$ cat src/hdl/assert_macros.svh
// ----------------------------------------------------------------------------
// Assertion macros
// Concurrent assertion wrappers, clocked on clk and disabled in reset.
// ----------------------------------------------------------------------------
`ifndef ASSERT_MACROS_SVH
`define ASSERT_MACROS_SVH

`ifndef SYNTH
// same-cycle implication
`define DZQ_ASSERT_IMPL(lbl, ante, cons, msg) \
  lbl: assert property (@(posedge clk) disable iff (!rst_n) (ante) |-> (cons)) \
    else $error(msg);
// next-cycle implication
`define DZQ_ASSERT_NEXT(lbl, ante, cons, msg) \
  lbl: assert property (@(posedge clk) disable iff (!rst_n) (ante) |=> (cons)) \
    else $error(msg);
`else
`define DZQ_ASSERT_IMPL(lbl, ante, cons, msg)
`define DZQ_ASSERT_NEXT(lbl, ante, cons, msg)
`endif

`endif

$ cat src/hdl/dzq_pkg.sv
// ----------------------------------------------------------------------------
// dzq_pkg
// Widths, register indexes and pipeline types of the dead-zone quantizer.
// ----------------------------------------------------------------------------
package dzq_pkg;

  localparam int COEF_W    = 13;  // signed coefficient
  localparam int CFG_W     = 12;  // step size and dead zone
  localparam int CFG_IDX_W = 2;
  localparam int LEVEL_W   = 8;
  localparam int RECON_W   = 14;
  localparam int REM_W     = 13;  // magnitude minus dead zone, never negative
  localparam int QUO_W     = 8;   // quotient bits produced by the divider
  localparam int DIV_W     = REM_W + QUO_W - 1;
  localparam int SUM_W     = 21;  // dz + (level-1)*q + q/2
  localparam int PROD_W    = LEVEL_W + CFG_W;

  localparam logic [LEVEL_W-1:0]   LEVEL_MAX     = 8'd255;
  localparam logic [CFG_IDX_W-1:0] REG_STEP_SIZE = 2'd0;
  localparam logic [CFG_IDX_W-1:0] REG_DEAD_ZONE = 2'd1;

  typedef struct packed {
    logic valid;
    logic neg;
    logic indz;   // magnitude below the dead zone
  } ctl_t;

  typedef struct packed {
    ctl_t               ctl;
    logic               ovf;  // quotient does not fit in QUO_W bits
    logic [REM_W-1:0]   rem;
    logic [QUO_W-1:0]   quo;
  } div_t;

endpackage

$ cat src/hdl/dzq_if.sv
// ----------------------------------------------------------------------------
// dzq channel interfaces
// Valid/ready channels for coefficients, results and register writes.
// ----------------------------------------------------------------------------
interface dzq_in_if;
  logic                              valid;
  logic                              ready;
  logic signed [dzq_pkg::COEF_W-1:0] coefficient;

  modport source (output valid, output coefficient, input ready);
  modport sink   (input valid, input coefficient, output ready);
endinterface

interface dzq_out_if;
  logic                               valid;
  logic                               ready;
  logic        [dzq_pkg::LEVEL_W-1:0] level_index;
  logic                               negative;
  logic signed [dzq_pkg::RECON_W-1:0] recon_value;

  modport source (output valid, output level_index, output negative,
                  output recon_value, input ready);
  modport sink   (input valid, input level_index, input negative,
                  input recon_value, output ready);
endinterface

interface dzq_cfg_if;
  logic                              valid;
  logic                              ready;
  logic [dzq_pkg::CFG_IDX_W-1:0]     index;
  logic [dzq_pkg::CFG_W-1:0]         data;

  modport source (output valid, output index, output data, input ready);
  modport sink   (input valid, input index, input data, output ready);
endinterface

$ cat src/hdl/deadzone_scalar_quantizer.sv
// ----------------------------------------------------------------------------
// deadzone_scalar_quantizer
// Dead-zone uniform scalar quantizer with mid-bin reconstruction.
// ----------------------------------------------------------------------------
// Usage:
//   in_ch  : one signed 13-bit coefficient per transaction.
//   out_ch : level_index, negative flag and signed recon_value, one result
//            transaction for every input transaction, in order.
//   cfg_ch : register writes, index 0 step_size, index 1 dead_zone; always
//            ready. Other indexes are ignored. Write only while idle.
// Timing:
//   Throughput is one coefficient per cycle while out_ch is not stalled: the
//   pipeline is one input stage, four divider stages (two quotient bits
//   each), a multiply stage, a sum stage and the output register.
// Reset:
//   rst_n (synchronous) empties the pipeline and sets step_size and
//   dead_zone to 1.
// Stall:
//   while out_ch holds a result that is not taken, the whole pipeline
//   freezes and in_ch.ready drops; nothing is lost or repeated.
// ----------------------------------------------------------------------------
`include "assert_macros.svh"

module deadzone_scalar_quantizer #(
  parameter int MAX_MAGNITUDE = 4096
) (
  input  logic       clk,
  input  logic       rst_n,
  dzq_in_if.sink     in_ch,
  dzq_out_if.source  out_ch,
  dzq_cfg_if.sink    cfg_ch
);

  localparam int MAG_W = $clog2(MAX_MAGNITUDE + 1);

  // configuration
  logic [dzq_pkg::CFG_W-1:0] step_r, dz_r;
  logic [dzq_pkg::CFG_W-1:0] q;

  assign cfg_ch.ready = 1'b1;

  always_ff @(posedge clk) begin
    if (!rst_n) begin
      step_r <= dzq_pkg::CFG_W'(1);
      dz_r   <= dzq_pkg::CFG_W'(1);
    end else if (cfg_ch.valid) begin
      case (cfg_ch.index)
        dzq_pkg::REG_STEP_SIZE: step_r <= cfg_ch.data;
        dzq_pkg::REG_DEAD_ZONE: dz_r   <= cfg_ch.data;
        default: ;
      endcase
    end
  end

  // zero step behaves as one
  assign q = (step_r == '0) ? dzq_pkg::CFG_W'(1) : step_r;

  // global advance: move unless the output register holds a stalled result
  logic en;
  logic out_valid_r;
  assign en          = out_ch.ready || !out_valid_r;
  assign in_ch.ready = en;

  // stage 1: magnitude, offset into the bins, overflow check
  logic [dzq_pkg::COEF_W-1:0]  raw, mag;
  logic                        neg;
  logic [dzq_pkg::REM_W:0]     diff;
  logic [dzq_pkg::SUM_W-1:0]   ovf_lim;
  dzq_pkg::div_t               s1_nxt, s1_r;

  always_comb begin
    raw     = in_ch.coefficient;
    neg     = raw[dzq_pkg::COEF_W-1];
    mag     = neg ? (~raw + dzq_pkg::COEF_W'(1)) : raw;
    diff    = {1'b0, mag} - (dzq_pkg::REM_W + 1)'(dz_r);
    ovf_lim = dzq_pkg::SUM_W'(dz_r) + (dzq_pkg::SUM_W'(q) << dzq_pkg::QUO_W);
    s1_nxt.ctl.valid = in_ch.valid;
    s1_nxt.ctl.neg   = neg;
    s1_nxt.ctl.indz  = diff[dzq_pkg::REM_W];
    s1_nxt.ovf       = dzq_pkg::SUM_W'(mag) >= ovf_lim;
    s1_nxt.rem       = diff[dzq_pkg::REM_W-1:0];
    s1_nxt.quo       = '0;
  end

  always_ff @(posedge clk) begin
    if (!rst_n) begin
      s1_r.ctl.valid <= 1'b0;
    end else if (en) begin
      s1_r <= s1_nxt;
    end
  end

  // stages 2..5: quotient bits 7..0
  dzq_pkg::div_t d1, d2, d3, d4;

  dzq_div_stage #(.BIT_HI(7)) u_div0 (
    .clk(clk), .rst_n(rst_n), .en(en), .q(q), .st_in(s1_r), .st_out(d1)
  );
  dzq_div_stage #(.BIT_HI(5)) u_div1 (
    .clk(clk), .rst_n(rst_n), .en(en), .q(q), .st_in(d1), .st_out(d2)
  );
  dzq_div_stage #(.BIT_HI(3)) u_div2 (
    .clk(clk), .rst_n(rst_n), .en(en), .q(q), .st_in(d2), .st_out(d3)
  );
  dzq_div_stage #(.BIT_HI(1)) u_div3 (
    .clk(clk), .rst_n(rst_n), .en(en), .q(q), .st_in(d3), .st_out(d4)
  );

  // stage 6: saturated level and (level - 1) * q
  logic [dzq_pkg::LEVEL_W-1:0] lvl_nxt, lvl_m1;
  logic [dzq_pkg::LEVEL_W-1:0] s6_lvl_r;
  logic [dzq_pkg::PROD_W-1:0]  s6_prod_r;
  dzq_pkg::ctl_t               s6_ctl_r;

  always_comb begin
    if (d4.ovf || d4.quo == dzq_pkg::LEVEL_MAX) begin
      lvl_m1  = dzq_pkg::LEVEL_MAX - dzq_pkg::LEVEL_W'(1);
      lvl_nxt = dzq_pkg::LEVEL_MAX;
    end else begin
      lvl_m1  = d4.quo;
      lvl_nxt = d4.quo + dzq_pkg::LEVEL_W'(1);
    end
    if (d4.ctl.indz) begin
      lvl_nxt = '0;
    end
  end

  always_ff @(posedge clk) begin
    if (!rst_n) begin
      s6_ctl_r.valid <= 1'b0;
    end else if (en) begin
      s6_ctl_r  <= d4.ctl;
      s6_lvl_r  <= lvl_nxt;
      s6_prod_r <= dzq_pkg::PROD_W'(lvl_m1) * dzq_pkg::PROD_W'(q);
    end
  end

  // stage 7: mid-bin value = low + floor(q / 2)
  logic [dzq_pkg::SUM_W-1:0]   s7_sum_r;
  logic [dzq_pkg::LEVEL_W-1:0] s7_lvl_r;
  dzq_pkg::ctl_t               s7_ctl_r;

  always_ff @(posedge clk) begin
    if (!rst_n) begin
      s7_ctl_r.valid <= 1'b0;
    end else if (en) begin
      s7_ctl_r <= s6_ctl_r;
      s7_lvl_r <= s6_lvl_r;
      s7_sum_r <= dzq_pkg::SUM_W'(dz_r) + dzq_pkg::SUM_W'(s6_prod_r)
                + dzq_pkg::SUM_W'(q >> 1);
    end
  end

  // stage 8: clamp, sign, output register
  logic [MAG_W-1:0]                  clamped;
  logic [dzq_pkg::RECON_W-1:0]       recon_mag, recon_nxt;
  logic [dzq_pkg::LEVEL_W-1:0]       out_level_r;
  logic                              out_neg_r;
  logic [dzq_pkg::RECON_W-1:0]       out_recon_r;

  always_comb begin
    if (s7_sum_r > dzq_pkg::SUM_W'(MAX_MAGNITUDE)) begin
      clamped = MAG_W'(MAX_MAGNITUDE);
    end else begin
      clamped = s7_sum_r[MAG_W-1:0];
    end
    recon_mag = s7_ctl_r.indz ? '0 : dzq_pkg::RECON_W'(clamped);
    recon_nxt = s7_ctl_r.neg ? (~recon_mag + dzq_pkg::RECON_W'(1)) : recon_mag;
  end

  always_ff @(posedge clk) begin
    if (!rst_n) begin
      out_valid_r <= 1'b0;
    end else if (en) begin
      out_valid_r <= s7_ctl_r.valid;
      out_level_r <= s7_lvl_r;
      out_neg_r   <= s7_ctl_r.neg && !s7_ctl_r.indz;
      out_recon_r <= recon_nxt;
    end
  end

  assign out_ch.valid       = out_valid_r;
  assign out_ch.level_index = out_level_r;
  assign out_ch.negative    = out_neg_r;
  assign out_ch.recon_value = out_recon_r;

  // checks
  `DZQ_ASSERT_IMPL(a_div_rem_lt_step,
    d4.ctl.valid && !d4.ctl.indz && !d4.ovf,
    d4.rem < dzq_pkg::REM_W'(q), "divider remainder not below step")
  `DZQ_ASSERT_IMPL(a_zero_level_zero_result,
    out_ch.valid && out_ch.level_index == '0,
    out_ch.recon_value == '0 && !out_ch.negative, "level 0 with nonzero result")
  `DZQ_ASSERT_NEXT(a_stall_freezes_stage,
    s7_ctl_r.valid && out_ch.valid && !out_ch.ready,
    s7_ctl_r.valid, "pipeline stage dropped during stall")

endmodule

$ cat src/hdl/dzq_div_stage.sv
// ----------------------------------------------------------------------------
// dzq_div_stage
// Two restoring division steps (quotient bits BIT_HI and BIT_HI-1), registered.
// ----------------------------------------------------------------------------
module dzq_div_stage #(
  parameter int BIT_HI = 7
) (
  input  logic                       clk,
  input  logic                       rst_n,
  input  logic                       en,
  input  logic [dzq_pkg::CFG_W-1:0]  q,
  input  dzq_pkg::div_t              st_in,
  output dzq_pkg::div_t              st_out
);

  localparam int B0 = BIT_HI;
  localparam int B1 = BIT_HI - 1;

  logic [dzq_pkg::DIV_W-1:0] t0, t1;
  logic [dzq_pkg::REM_W-1:0] rem_mid;
  dzq_pkg::div_t             st_nxt, st_r;

  always_comb begin
    st_nxt  = st_in;
    t0      = dzq_pkg::DIV_W'(q) << B0;
    t1      = dzq_pkg::DIV_W'(q) << B1;
    rem_mid = st_in.rem;
    if (dzq_pkg::DIV_W'(st_in.rem) >= t0) begin
      rem_mid        = st_in.rem - t0[dzq_pkg::REM_W-1:0];
      st_nxt.quo[B0] = 1'b1;
    end
    st_nxt.rem = rem_mid;
    if (dzq_pkg::DIV_W'(rem_mid) >= t1) begin
      st_nxt.rem     = rem_mid - t1[dzq_pkg::REM_W-1:0];
      st_nxt.quo[B1] = 1'b1;
    end
  end

  always_ff @(posedge clk) begin
    if (!rst_n) begin
      st_r.ctl.valid <= 1'b0;
    end else if (en) begin
      st_r <= st_nxt;
    end
  end

  assign st_out = st_r;

endmodule
$ cat src/flat_wrapper.sv
// flat-port wrapper written by rule: the top's interface ports become plain ports
module deadzone_scalar_quantizer_flat 
#(
  parameter int MAX_MAGNITUDE = 4096
)
  (clk, rst_n, in_ch_valid, in_ch_coefficient, in_ch_ready, out_ch_valid, out_ch_level_index, out_ch_negative, out_ch_recon_value, out_ch_ready, cfg_ch_valid, cfg_ch_index, cfg_ch_data, cfg_ch_ready);
  dzq_in_if in_ch_i ();
  dzq_out_if out_ch_i ();
  dzq_cfg_if cfg_ch_i ();
  input  logic clk;
  input  logic rst_n;
  input wire logic [$bits(in_ch_i.valid)-1:0] in_ch_valid;
  input wire logic [$bits(in_ch_i.coefficient)-1:0] in_ch_coefficient;
  output wire logic [$bits(in_ch_i.ready)-1:0] in_ch_ready;
  output wire logic [$bits(out_ch_i.valid)-1:0] out_ch_valid;
  output wire logic [$bits(out_ch_i.level_index)-1:0] out_ch_level_index;
  output wire logic [$bits(out_ch_i.negative)-1:0] out_ch_negative;
  output wire logic [$bits(out_ch_i.recon_value)-1:0] out_ch_recon_value;
  input wire logic [$bits(out_ch_i.ready)-1:0] out_ch_ready;
  input wire logic [$bits(cfg_ch_i.valid)-1:0] cfg_ch_valid;
  input wire logic [$bits(cfg_ch_i.index)-1:0] cfg_ch_index;
  input wire logic [$bits(cfg_ch_i.data)-1:0] cfg_ch_data;
  output wire logic [$bits(cfg_ch_i.ready)-1:0] cfg_ch_ready;
  assign in_ch_i.valid = in_ch_valid;
  assign in_ch_i.coefficient = in_ch_coefficient;
  assign in_ch_ready = in_ch_i.ready;
  assign out_ch_valid = out_ch_i.valid;
  assign out_ch_level_index = out_ch_i.level_index;
  assign out_ch_negative = out_ch_i.negative;
  assign out_ch_recon_value = out_ch_i.recon_value;
  assign out_ch_i.ready = out_ch_ready;
  assign cfg_ch_i.valid = cfg_ch_valid;
  assign cfg_ch_i.index = cfg_ch_index;
  assign cfg_ch_i.data = cfg_ch_data;
  assign cfg_ch_ready = cfg_ch_i.ready;
  deadzone_scalar_quantizer #(.MAX_MAGNITUDE(MAX_MAGNITUDE)) u_core (.clk(clk), .rst_n(rst_n), .in_ch(in_ch_i), .out_ch(out_ch_i), .cfg_ch(cfg_ch_i));
endmodule
$ cat config.mk
export PLATFORM = sky130hd
export DESIGN_NAME = deadzone_scalar_quantizer_flat
export DESIGN_NICKNAME = d
export VERILOG_FILES = /design/src/hdl/dzq_pkg.sv /design/src/hdl/dzq_if.sv /design/src/hdl/deadzone_scalar_quantizer.sv /design/src/hdl/dzq_div_stage.sv /design/src/flat_wrapper.sv
export VERILOG_INCLUDE_DIRS = /design/src /design/src/hdl
export SDC_FILE = /design/constraint.sdc
export NUM_CORES = 1
export LEC_CHECK = 0
export BUFFER_PORTS_ARGS = -buffer_cell sky130_fd_sc_hd__buf_2
export CORE_ASPECT_RATIO = 0.75
export CORE_MARGIN = 5
export CORE_UTILIZATION = 55
export DETAILED_ROUTE_END_ITERATION = 8
export PLACE_DENSITY = 0.81
export SLEW_MARGIN = 25
export SYNTH_ARGS = -nofsm -noshare
export SYNTH_HDL_FRONTEND = slang
export SYNTH_SLANG_ARGS = --single-unit
$ cat constraint.sdc
create_clock -name clk -period 12.77 [get_ports clk]
set_input_delay 2.554 -clock clk [delete_from_list [all_inputs] [get_ports clk]]
set_output_delay 2.554 -clock clk [all_outputs]
set_load 0.03 [all_outputs]
# == After elaboration in Yosys (flattened, before gate mapping) ==
# Index checks and enable logic that the tools add are counted.
# W data, S select, Z words.
# word_totals
reg_bits,203
elab_cells,104
# op_classes
addsub,14
n_mul,1
order_cmp,10
eq_ne,2
n_mux,14
bitwise_logic,2
reduce_logical,10
# op_table
op,n
$mux W13,10
$sub A13 B13 Y13,7
$add A12 B20 Y21,2
$add A21 B11 Y21,1
$ge A13 B21 Y1,1
$gt A21 B13 Y1 const B,1
$mul A8 B12 Y20,1
$ge A13 B19 Y1,1
$ge A13 B18 Y1,1
$ge A13 B17 Y1,1
$ge A13 B16 Y1,1
$mux W8,2
$ge A13 B15 Y1,1
$add A14 B1 Y14 const B,1
$ge A13 B14 Y1,1
$mux W14,1
$not A14 Y14,1
$sub A13 B12 Y14,1
$add A13 B1 Y13 const B,1
$ge A13 B12 Y1,1
$ge A13 B13 Y1,1
$not A13 Y13,1
$logic_not A12 Y1,1
$mux W12,1
other kinds (8),12

# == Logic depth before layout (Yosys ltp) ==
# logic_depth
depth_word,6
mapped_depth,24
ltp_nobuf,22

# == By module ==
# From an unflattened synthesis, not the netlist that was laid out.
# hier_totals
hier_cells,1697
hier_area_um2,17594.4
# by_module_without_submodules
module,instances,cells_each,area_per_inst_um2
deadzone_scalar_quantizer,1,989,9869.5
dzq_div_stage (u_core.u_div3),1,225,2264.7
dzq_div_stage (u_core.u_div2),1,191,2054.5
dzq_div_stage (u_core.u_div1),1,164,1805.5
dzq_div_stage (u_core.u_div0),1,128,1600.3

# == Worst setup path before layout ==
# No wires, ideal clock.
# synth_timing
path_type,input -> register
from,input port out_ch_ready
to,"register u_core.out_level_r, in the netlist u_core.out_ch.level_index[0] (enable)"
setup_ns,0.551
arrival_time_ns,6.968
required_time_ns,12.219
setup_slack_ns,5.251
stages,4
n_path_buf,1
cell_sequence,nor2b_1 -> clkbuf_1 -> clkinv_1 -> and2_1
# synth_between
elab_chain_len,2
# synth_lines
element,line,source
from (decl),flat_wrapper.sv:19,input wire logic [$bits(out_ch_i.ready)-1:0] out_ch_ready;
$logic_or A1 B1 Y1,deadzone_scalar_quantizer.sv:61,assign en = out_ch.ready || !out_valid_r;
via in_ch_ready,flat_wrapper.sv:14,output wire logic [$bits(in_ch_i.ready)-1:0] in_ch_ready;
$reduce_and A2 Y1 (no source line),--,
to (signal assigned),deadzone_scalar_quantizer.sv:176,out_level_r <= s7_lvl_r;
to (decl),deadzone_scalar_quantizer.sv:157,logic [dzq_pkg::LEVEL_W-1:0] out_level_r;
# The timed path passes the listed nets, and every way through them passes these cells.
# A chain may end at the register's enable or synchronous reset.

# == Worst setup path in the final report ==
# layout_timing
from,register u_core.step_r[4] (netlist name)
to,"register u_core.s6_prod_r[18] (netlist name), data pin"
# layout_between
elab_chain_len,3
# layout_lines
element,line,source
from (decl),deadzone_scalar_quantizer.sv:37,"logic [dzq_pkg::CFG_W-1:0] step_r, dz_r;"
from (signal assigned),deadzone_scalar_quantizer.sv:44,step_r <= dzq_pkg::CFG_W'(1);
from (signal assigned),deadzone_scalar_quantizer.sv:48,dzq_pkg::REG_STEP_SIZE: step_r <= cfg_ch.data;
$logic_not A12 Y1,deadzone_scalar_quantizer.sv:56,assign q = (step_r == '0) ? dzq_pkg::CFG_W'(1) : step_r;
$mux W12 (*),deadzone_scalar_quantizer.sv:56,
$mul A8 B12 Y20 (*),deadzone_scalar_quantizer.sv:134,s6_prod_r <= dzq_pkg::PROD_W'(lvl_m1) * dzq_pkg::PROD_W'(q);
to (signal assigned),deadzone_scalar_quantizer.sv:134,
to (decl),deadzone_scalar_quantizer.sv:112,logic [dzq_pkg::PROD_W-1:0] s6_prod_r;
# Every way passes the cells marked *; elsewhere a longest branch is shown, timed or not.

==> run_summary.xml <==
<?xml version="1.0" encoding="UTF-8"?>
<metrics>
  <group name="timing">
    <metric name="worst-slew-pin-transition" unit="ns">0.836</metric>
    <metric name="layout_min_cycle_time" unit="ns">7.10</metric>
    <metric name="maxSlewHeadroom" unit="">0.442</metric>
    <metric name="min_period_over_period" unit="">0.556</metric>
    <metric name="hold_viol" unit="">0</metric>
    <metric name="timing.final.setup_violations" unit="">0</metric>
    <metric name="maxSlewViolCount" unit="">0</metric>
    <metric name="timing.fmax" unit="MHz">141</metric>
    <metric name="final.setup.tns" unit="ns">0</metric>
    <metric name="grt_setup_unrepaired" unit="">no</metric>
    <metric name="final_worst_clock_skew" unit="ns">0.0121</metric>
  </group>
  <group name="cells_and_area">
    <metric name="final_nets" unit="">1863</metric>
    <metric name="post_layout_nonfiller_instances" unit="">1998</metric>
    <metric name="area_growth_syn_to_layout" unit="%">8.53</metric>
    <metric name="layout.cell_area.non_filler" unit="um2">17200</metric>
    <metric name="finish.utilization" unit="">0.609</metric>
    <metric name="final_layout_size_suffix_gt1_frac" unit="">0.104</metric>
    <metric name="antennaDiodeCount" unit="">0</metric>
  </group>
  <group name="logic_synthesis">
    <metric name="synth.largest_area_cell" unit="">sky130_fd_sc_hd__edfxtp_1</metric>
    <metric name="synth_area_leaders" unit="">sky130_fd_sc_hd__edfxtp_1 (32%), sky130_fd_sc_hd__ha_1 (12%), sky130_fd_sc_hd__fa_1 (10%), sky130_fd_sc_hd__dfxtp_1 (4.0%), sky130_fd_sc_hd__inv_1 (3.9%)</metric>
    <metric name="avg_cell_area_syn" unit="um2">10.2</metric>
    <metric name="mappedNetlistNets" unit="">1820</metric>
    <metric name="postSynthRegisterBits" unit="">203</metric>
    <metric name="ys.warnings.count" unit="">0</metric>
    <metric name="number_of_instances_in_the_synthesized_netlist" unit="">1555</metric>
    <metric name="most_repeated_cell_in_the_gate_level_netlist_after_synthesis" unit="">sky130_fd_sc_hd__edfxtp_1</metric>
    <metric name="synth-main-ff-cell" unit="">sky130_fd_sc_hd__edfxtp_1</metric>
    <metric name="synthesis.area" unit="um2">15800</metric>
    <metric name="share_of_the_synthesized_area_in_the_top_cell_type" unit="">0.325</metric>
    <metric name="number_of_flops_mapped_to_enable_cells_by_yosys" unit="">171</metric>
    <metric name="ys_async_sr_fraction" unit="">0</metric>
    <metric name="ys_top_cells_by_count" unit="">sky130_fd_sc_hd__edfxtp_1 (171), sky130_fd_sc_hd__inv_1 (163), sky130_fd_sc_hd__ha_1 (152)</metric>
    <metric name="netlist_cell_types" unit="">80</metric>
    <metric name="synth.yosys.seq_area_share" unit="">0.365</metric>
  </group>
  <group name="global_routing">
    <metric name="overflow" unit="">0</metric>
    <metric name="overall_global_routing_usage" unit="">0.230</metric>
    <metric name="antenna_found_initial" unit="">0</metric>
    <metric name="pin_count_of_the_biggest_net_entering_global_routing" unit="">92</metric>
    <metric name="grt_pass1_wl" unit="um">59800</metric>
    <metric name="grt_pass1_vias" unit="">11600</metric>
  </group>
  <group name="die">
    <metric name="height_of_the_die" unit="um">157</metric>
    <metric name="num_io_pins" unit="">58</metric>
    <metric name="num_rows" unit="">53</metric>
    <metric name="die_area" unit="um2">32300</metric>
    <metric name="core-area" unit="um2">28200</metric>
    <metric name="floorplan.die.width" unit="um">206</metric>
    <metric name="floorplan.initialDensity" unit="">0.561</metric>
  </group>
  <group name="worst_setup_path">
    <metric name="worst-endpoint-required" unit="ns">13.04</metric>
    <metric name="critical_path_cell_by_cell" unit="">clkinv_1, nand4_1, nor3_1, a21oi_1, inv_1, o21ai_0, fa_1, fa_1, inv_1, fa_1, inv_1, fa_1, inv_1, ha_1, o21ai_0, nand2b_1, a31oi_1, o31ai_1, nor2_1, or3_1</metric>
    <metric name="cp-start-kind" unit="">flip-flop</metric>
    <metric name="crit_fanout" unit="">15</metric>
    <metric name="setup.worst_path.end_class" unit="">flip-flop</metric>
    <metric name="max_stage_delay" unit="ns">0.74</metric>
    <metric name="worst-path-stages" unit="">20</metric>
    <metric name="crit_type" unit="">flip-flop to flip-flop</metric>
    <metric name="critPathArrivalTime" unit="ns">7.36</metric>
    <metric name="critPathSlowestCell" unit="">sky130_fd_sc_hd__clkinv_1</metric>
    <metric name="timing.rr.start" unit="">u_core.step_r[4]</metric>
    <metric name="worst-r2r-cell-count" unit="">20</metric>
    <metric name="cp-startpoint" unit="">u_core.step_r[4]</metric>
    <metric name="critPathBufInv" unit="">5</metric>
    <metric name="crit_family" unit="">adder cells</metric>
  </group>
  <group name="routing">
    <metric name="final_wirelength" unit="um">37300</metric>
    <metric name="drt.antenna.violating_nets" unit="">0</metric>
    <metric name="drt-pass1-iter-count" unit="">5</metric>
    <metric name="drt_iter0_markers" unit="">1016</metric>
    <metric name="route.detailed.vias_per_inst" unit="">5.87</metric>
    <metric name="detailroute.via_count" unit="">11700</metric>
    <metric name="detail_route.drc_violations" unit="">0</metric>
    <metric name="routed_wire_length_per_instance" unit="um">18.7</metric>
  </group>
  <group name="placement">
    <metric name="place.gp.congestion" unit="">0.959</metric>
    <metric name="placement.io_buffers" unit="">56</metric>
    <metric name="placed_cells" unit="">1958</metric>
    <metric name="placement.cell_area" unit="um2">16400</metric>
    <metric name="dp.final_hpwl" unit="um">27800</metric>
  </group>
  <group name="hold_path">
    <metric name="worstHoldPathType" unit="">flip-flop to flip-flop</metric>
    <metric name="hold_start" unit="">u_core.u_div2.st_out[5]</metric>
    <metric name="worst_hold_path.num_cells" unit="">0</metric>
  </group>
  <group name="run_status">
    <metric name="status" unit="">finished, final reports clean</metric>
  </group>
  <group name="run">
    <metric name="maxCapViolCount" unit="">0</metric>
  </group>
  <group name="clocking">
    <metric name="cts_tree" unit="">yes</metric>
    <metric name="clk_latency" unit="ns">0.52</metric>
    <metric name="cts_hold_repair.buffers" unit="">0</metric>
    <metric name="cts.clk_slew.worst_paths" unit="ns">0.07</metric>
    <metric name="ctsLongestPathBuffers" unit="">3</metric>
    <metric name="cts_max_level" unit="">1</metric>
    <metric name="clkSinkCount" unit="">203</metric>
    <metric name="cts_root_cell" unit="">sky130_fd_sc_hd__clkbuf_16</metric>
    <metric name="post_cts_resize_count" unit="">0</metric>
    <metric name="cts_post_setup_buffers_inserted" unit="">0</metric>
    <metric name="cts_inserted_buffers" unit="">22</metric>
  </group>
  <group name="pwr">
    <metric name="vdd_drop_max" unit="uV">152</metric>
    <metric name="leakage" unit="nW">7.20</metric>
    <metric name="power.density" unit="nW/um2">206</metric>
  </group>
</metrics>
## cell usage in the layout, fill, tap and decap left out, types with 12 or more instances in the layout
cell,Yosys,final
sky130_fd_sc_hd__nor2b_1,25,25
sky130_fd_sc_hd__o21ai_0,65,65
sky130_fd_sc_hd__a21boi_0,36,36
sky130_fd_sc_hd__o21a_1,15,15
sky130_fd_sc_hd__edfxtp_1,171,171
sky130_fd_sc_hd__clkbuf_16,0,23
sky130_fd_sc_hd__ha_1,152,152
sky130_fd_sc_hd__nor3_1,31,31
sky130_fd_sc_hd__a21oi_1,82,81
sky130_fd_sc_hd__xor2_1,42,42
sky130_fd_sc_hd__and3_1,21,21
sky130_fd_sc_hd__nor2_1,109,109
sky130_fd_sc_hd__buf_2,3,56
sky130_fd_sc_hd__xnor2_1,64,64
sky130_fd_sc_hd__inv_1,163,163
sky130_fd_sc_hd__nand2_1,138,138
sky130_fd_sc_hd__mux2i_1,13,13
sky130_fd_sc_hd__nand2b_1,17,17
sky130_fd_sc_hd__mux2_2,42,42
sky130_fd_sc_hd__nand4_1,12,12
sky130_fd_sc_hd__nand3_1,21,21
sky130_fd_sc_hd__a21o_1,40,40
sky130_fd_sc_hd__fa_1,81,81
sky130_fd_sc_hd__dfxtp_1,32,32
## metal layers
layer	track usage	share of wire	up-vias
met5	0	0	-
li1	-	-	5543
met4	0.0538	0.023	0
met2	0.357	0.44	476
met3	0.0609	0.093	78
met1	0.327	0.45	5637
## cell families (layout without fill, tap and decap cells)
family / after synthesis / count (layout) / synth area share
adder cells (fa/ha/maj): 233 / 233 / 0.223
XOR/XNOR: 106 / 106 / 0.0587
multiplexers: 55 / 55 / 0.0381
flip-flops: 203 / 203 / 0.365
AO/OA/AOI/OAI: 321 / 321 / 0.135
AND/OR/NAND/NOR: 424 / 424 / 0.129
buffers and inverters: 212 / 270 / 0.0514
other: 1 / 1 / 0.000237
## sequential cells by signal (all words and copies together), names as in the netlist
register,cells
u_core.s6_lvl_r,8
u_core.out_ch.negative,1
u_core.s7_sum_r,21
u_core.u_div3.st_out,12
u_core.s7_ctl_r,3
u_core.s7_lvl_r,8
u_core.step_r,12
u_core.out_ch.valid,1
u_core.u_div2.st_out,23
u_core.s1_r,17
u_core.out_ch.level_index,8
u_core.u_div0.st_out,19
u_core.out_ch.recon_value,14
u_core.s6_ctl_r,3
u_core.s6_prod_r,20
u_core.dz_r,12
u_core.u_div1.st_out,21
## power breakdown
group          leakage, nW  switching [mW]  total, mW  internal, mW
registers             1.95           0.103       1.03         0.929
logic                 4.93            1.02       1.88         0.864
clock network        0.324           0.279      0.618         0.338
total                 7.20            1.40       3.53          2.13
## layout make-up
class | instances | area, um2
clock buffer | 25 | 593
clock inverter | 14 | 98.8
fill | 2222 | 11000
inverter | 169 | 634
multi-input combinational | 1140 | 9240
sequential | 203 | 5780
tap | 385 | 482
timing repair buffer | 62 | 349
## metrics by stage
stage          total power, mW  setup slack, ns  hold WS, ns
2_1_floorplan             2.49             5.25        0.400
3_3_place_gp              2.80             6.12        0.400
3_5_place_dp              2.88             5.81        0.405
4_1_cts                   3.52             5.82        0.416
5_1_grt                   3.78             5.22        0.425
6_report                  3.53             5.67        0.417
## path summary, 6_finish.rpt
check,to,slack (ns)
worst max register to register,u_core.s6_prod_r[18],5.67
worst min-delay path,u_core.u_div3.st_out[5],0.42
worst max-delay path,u_core.s6_prod_r[18],5.67
worst min register to register,u_core.u_div3.st_out[5],0.42
(Power assumes the default switching activity.)
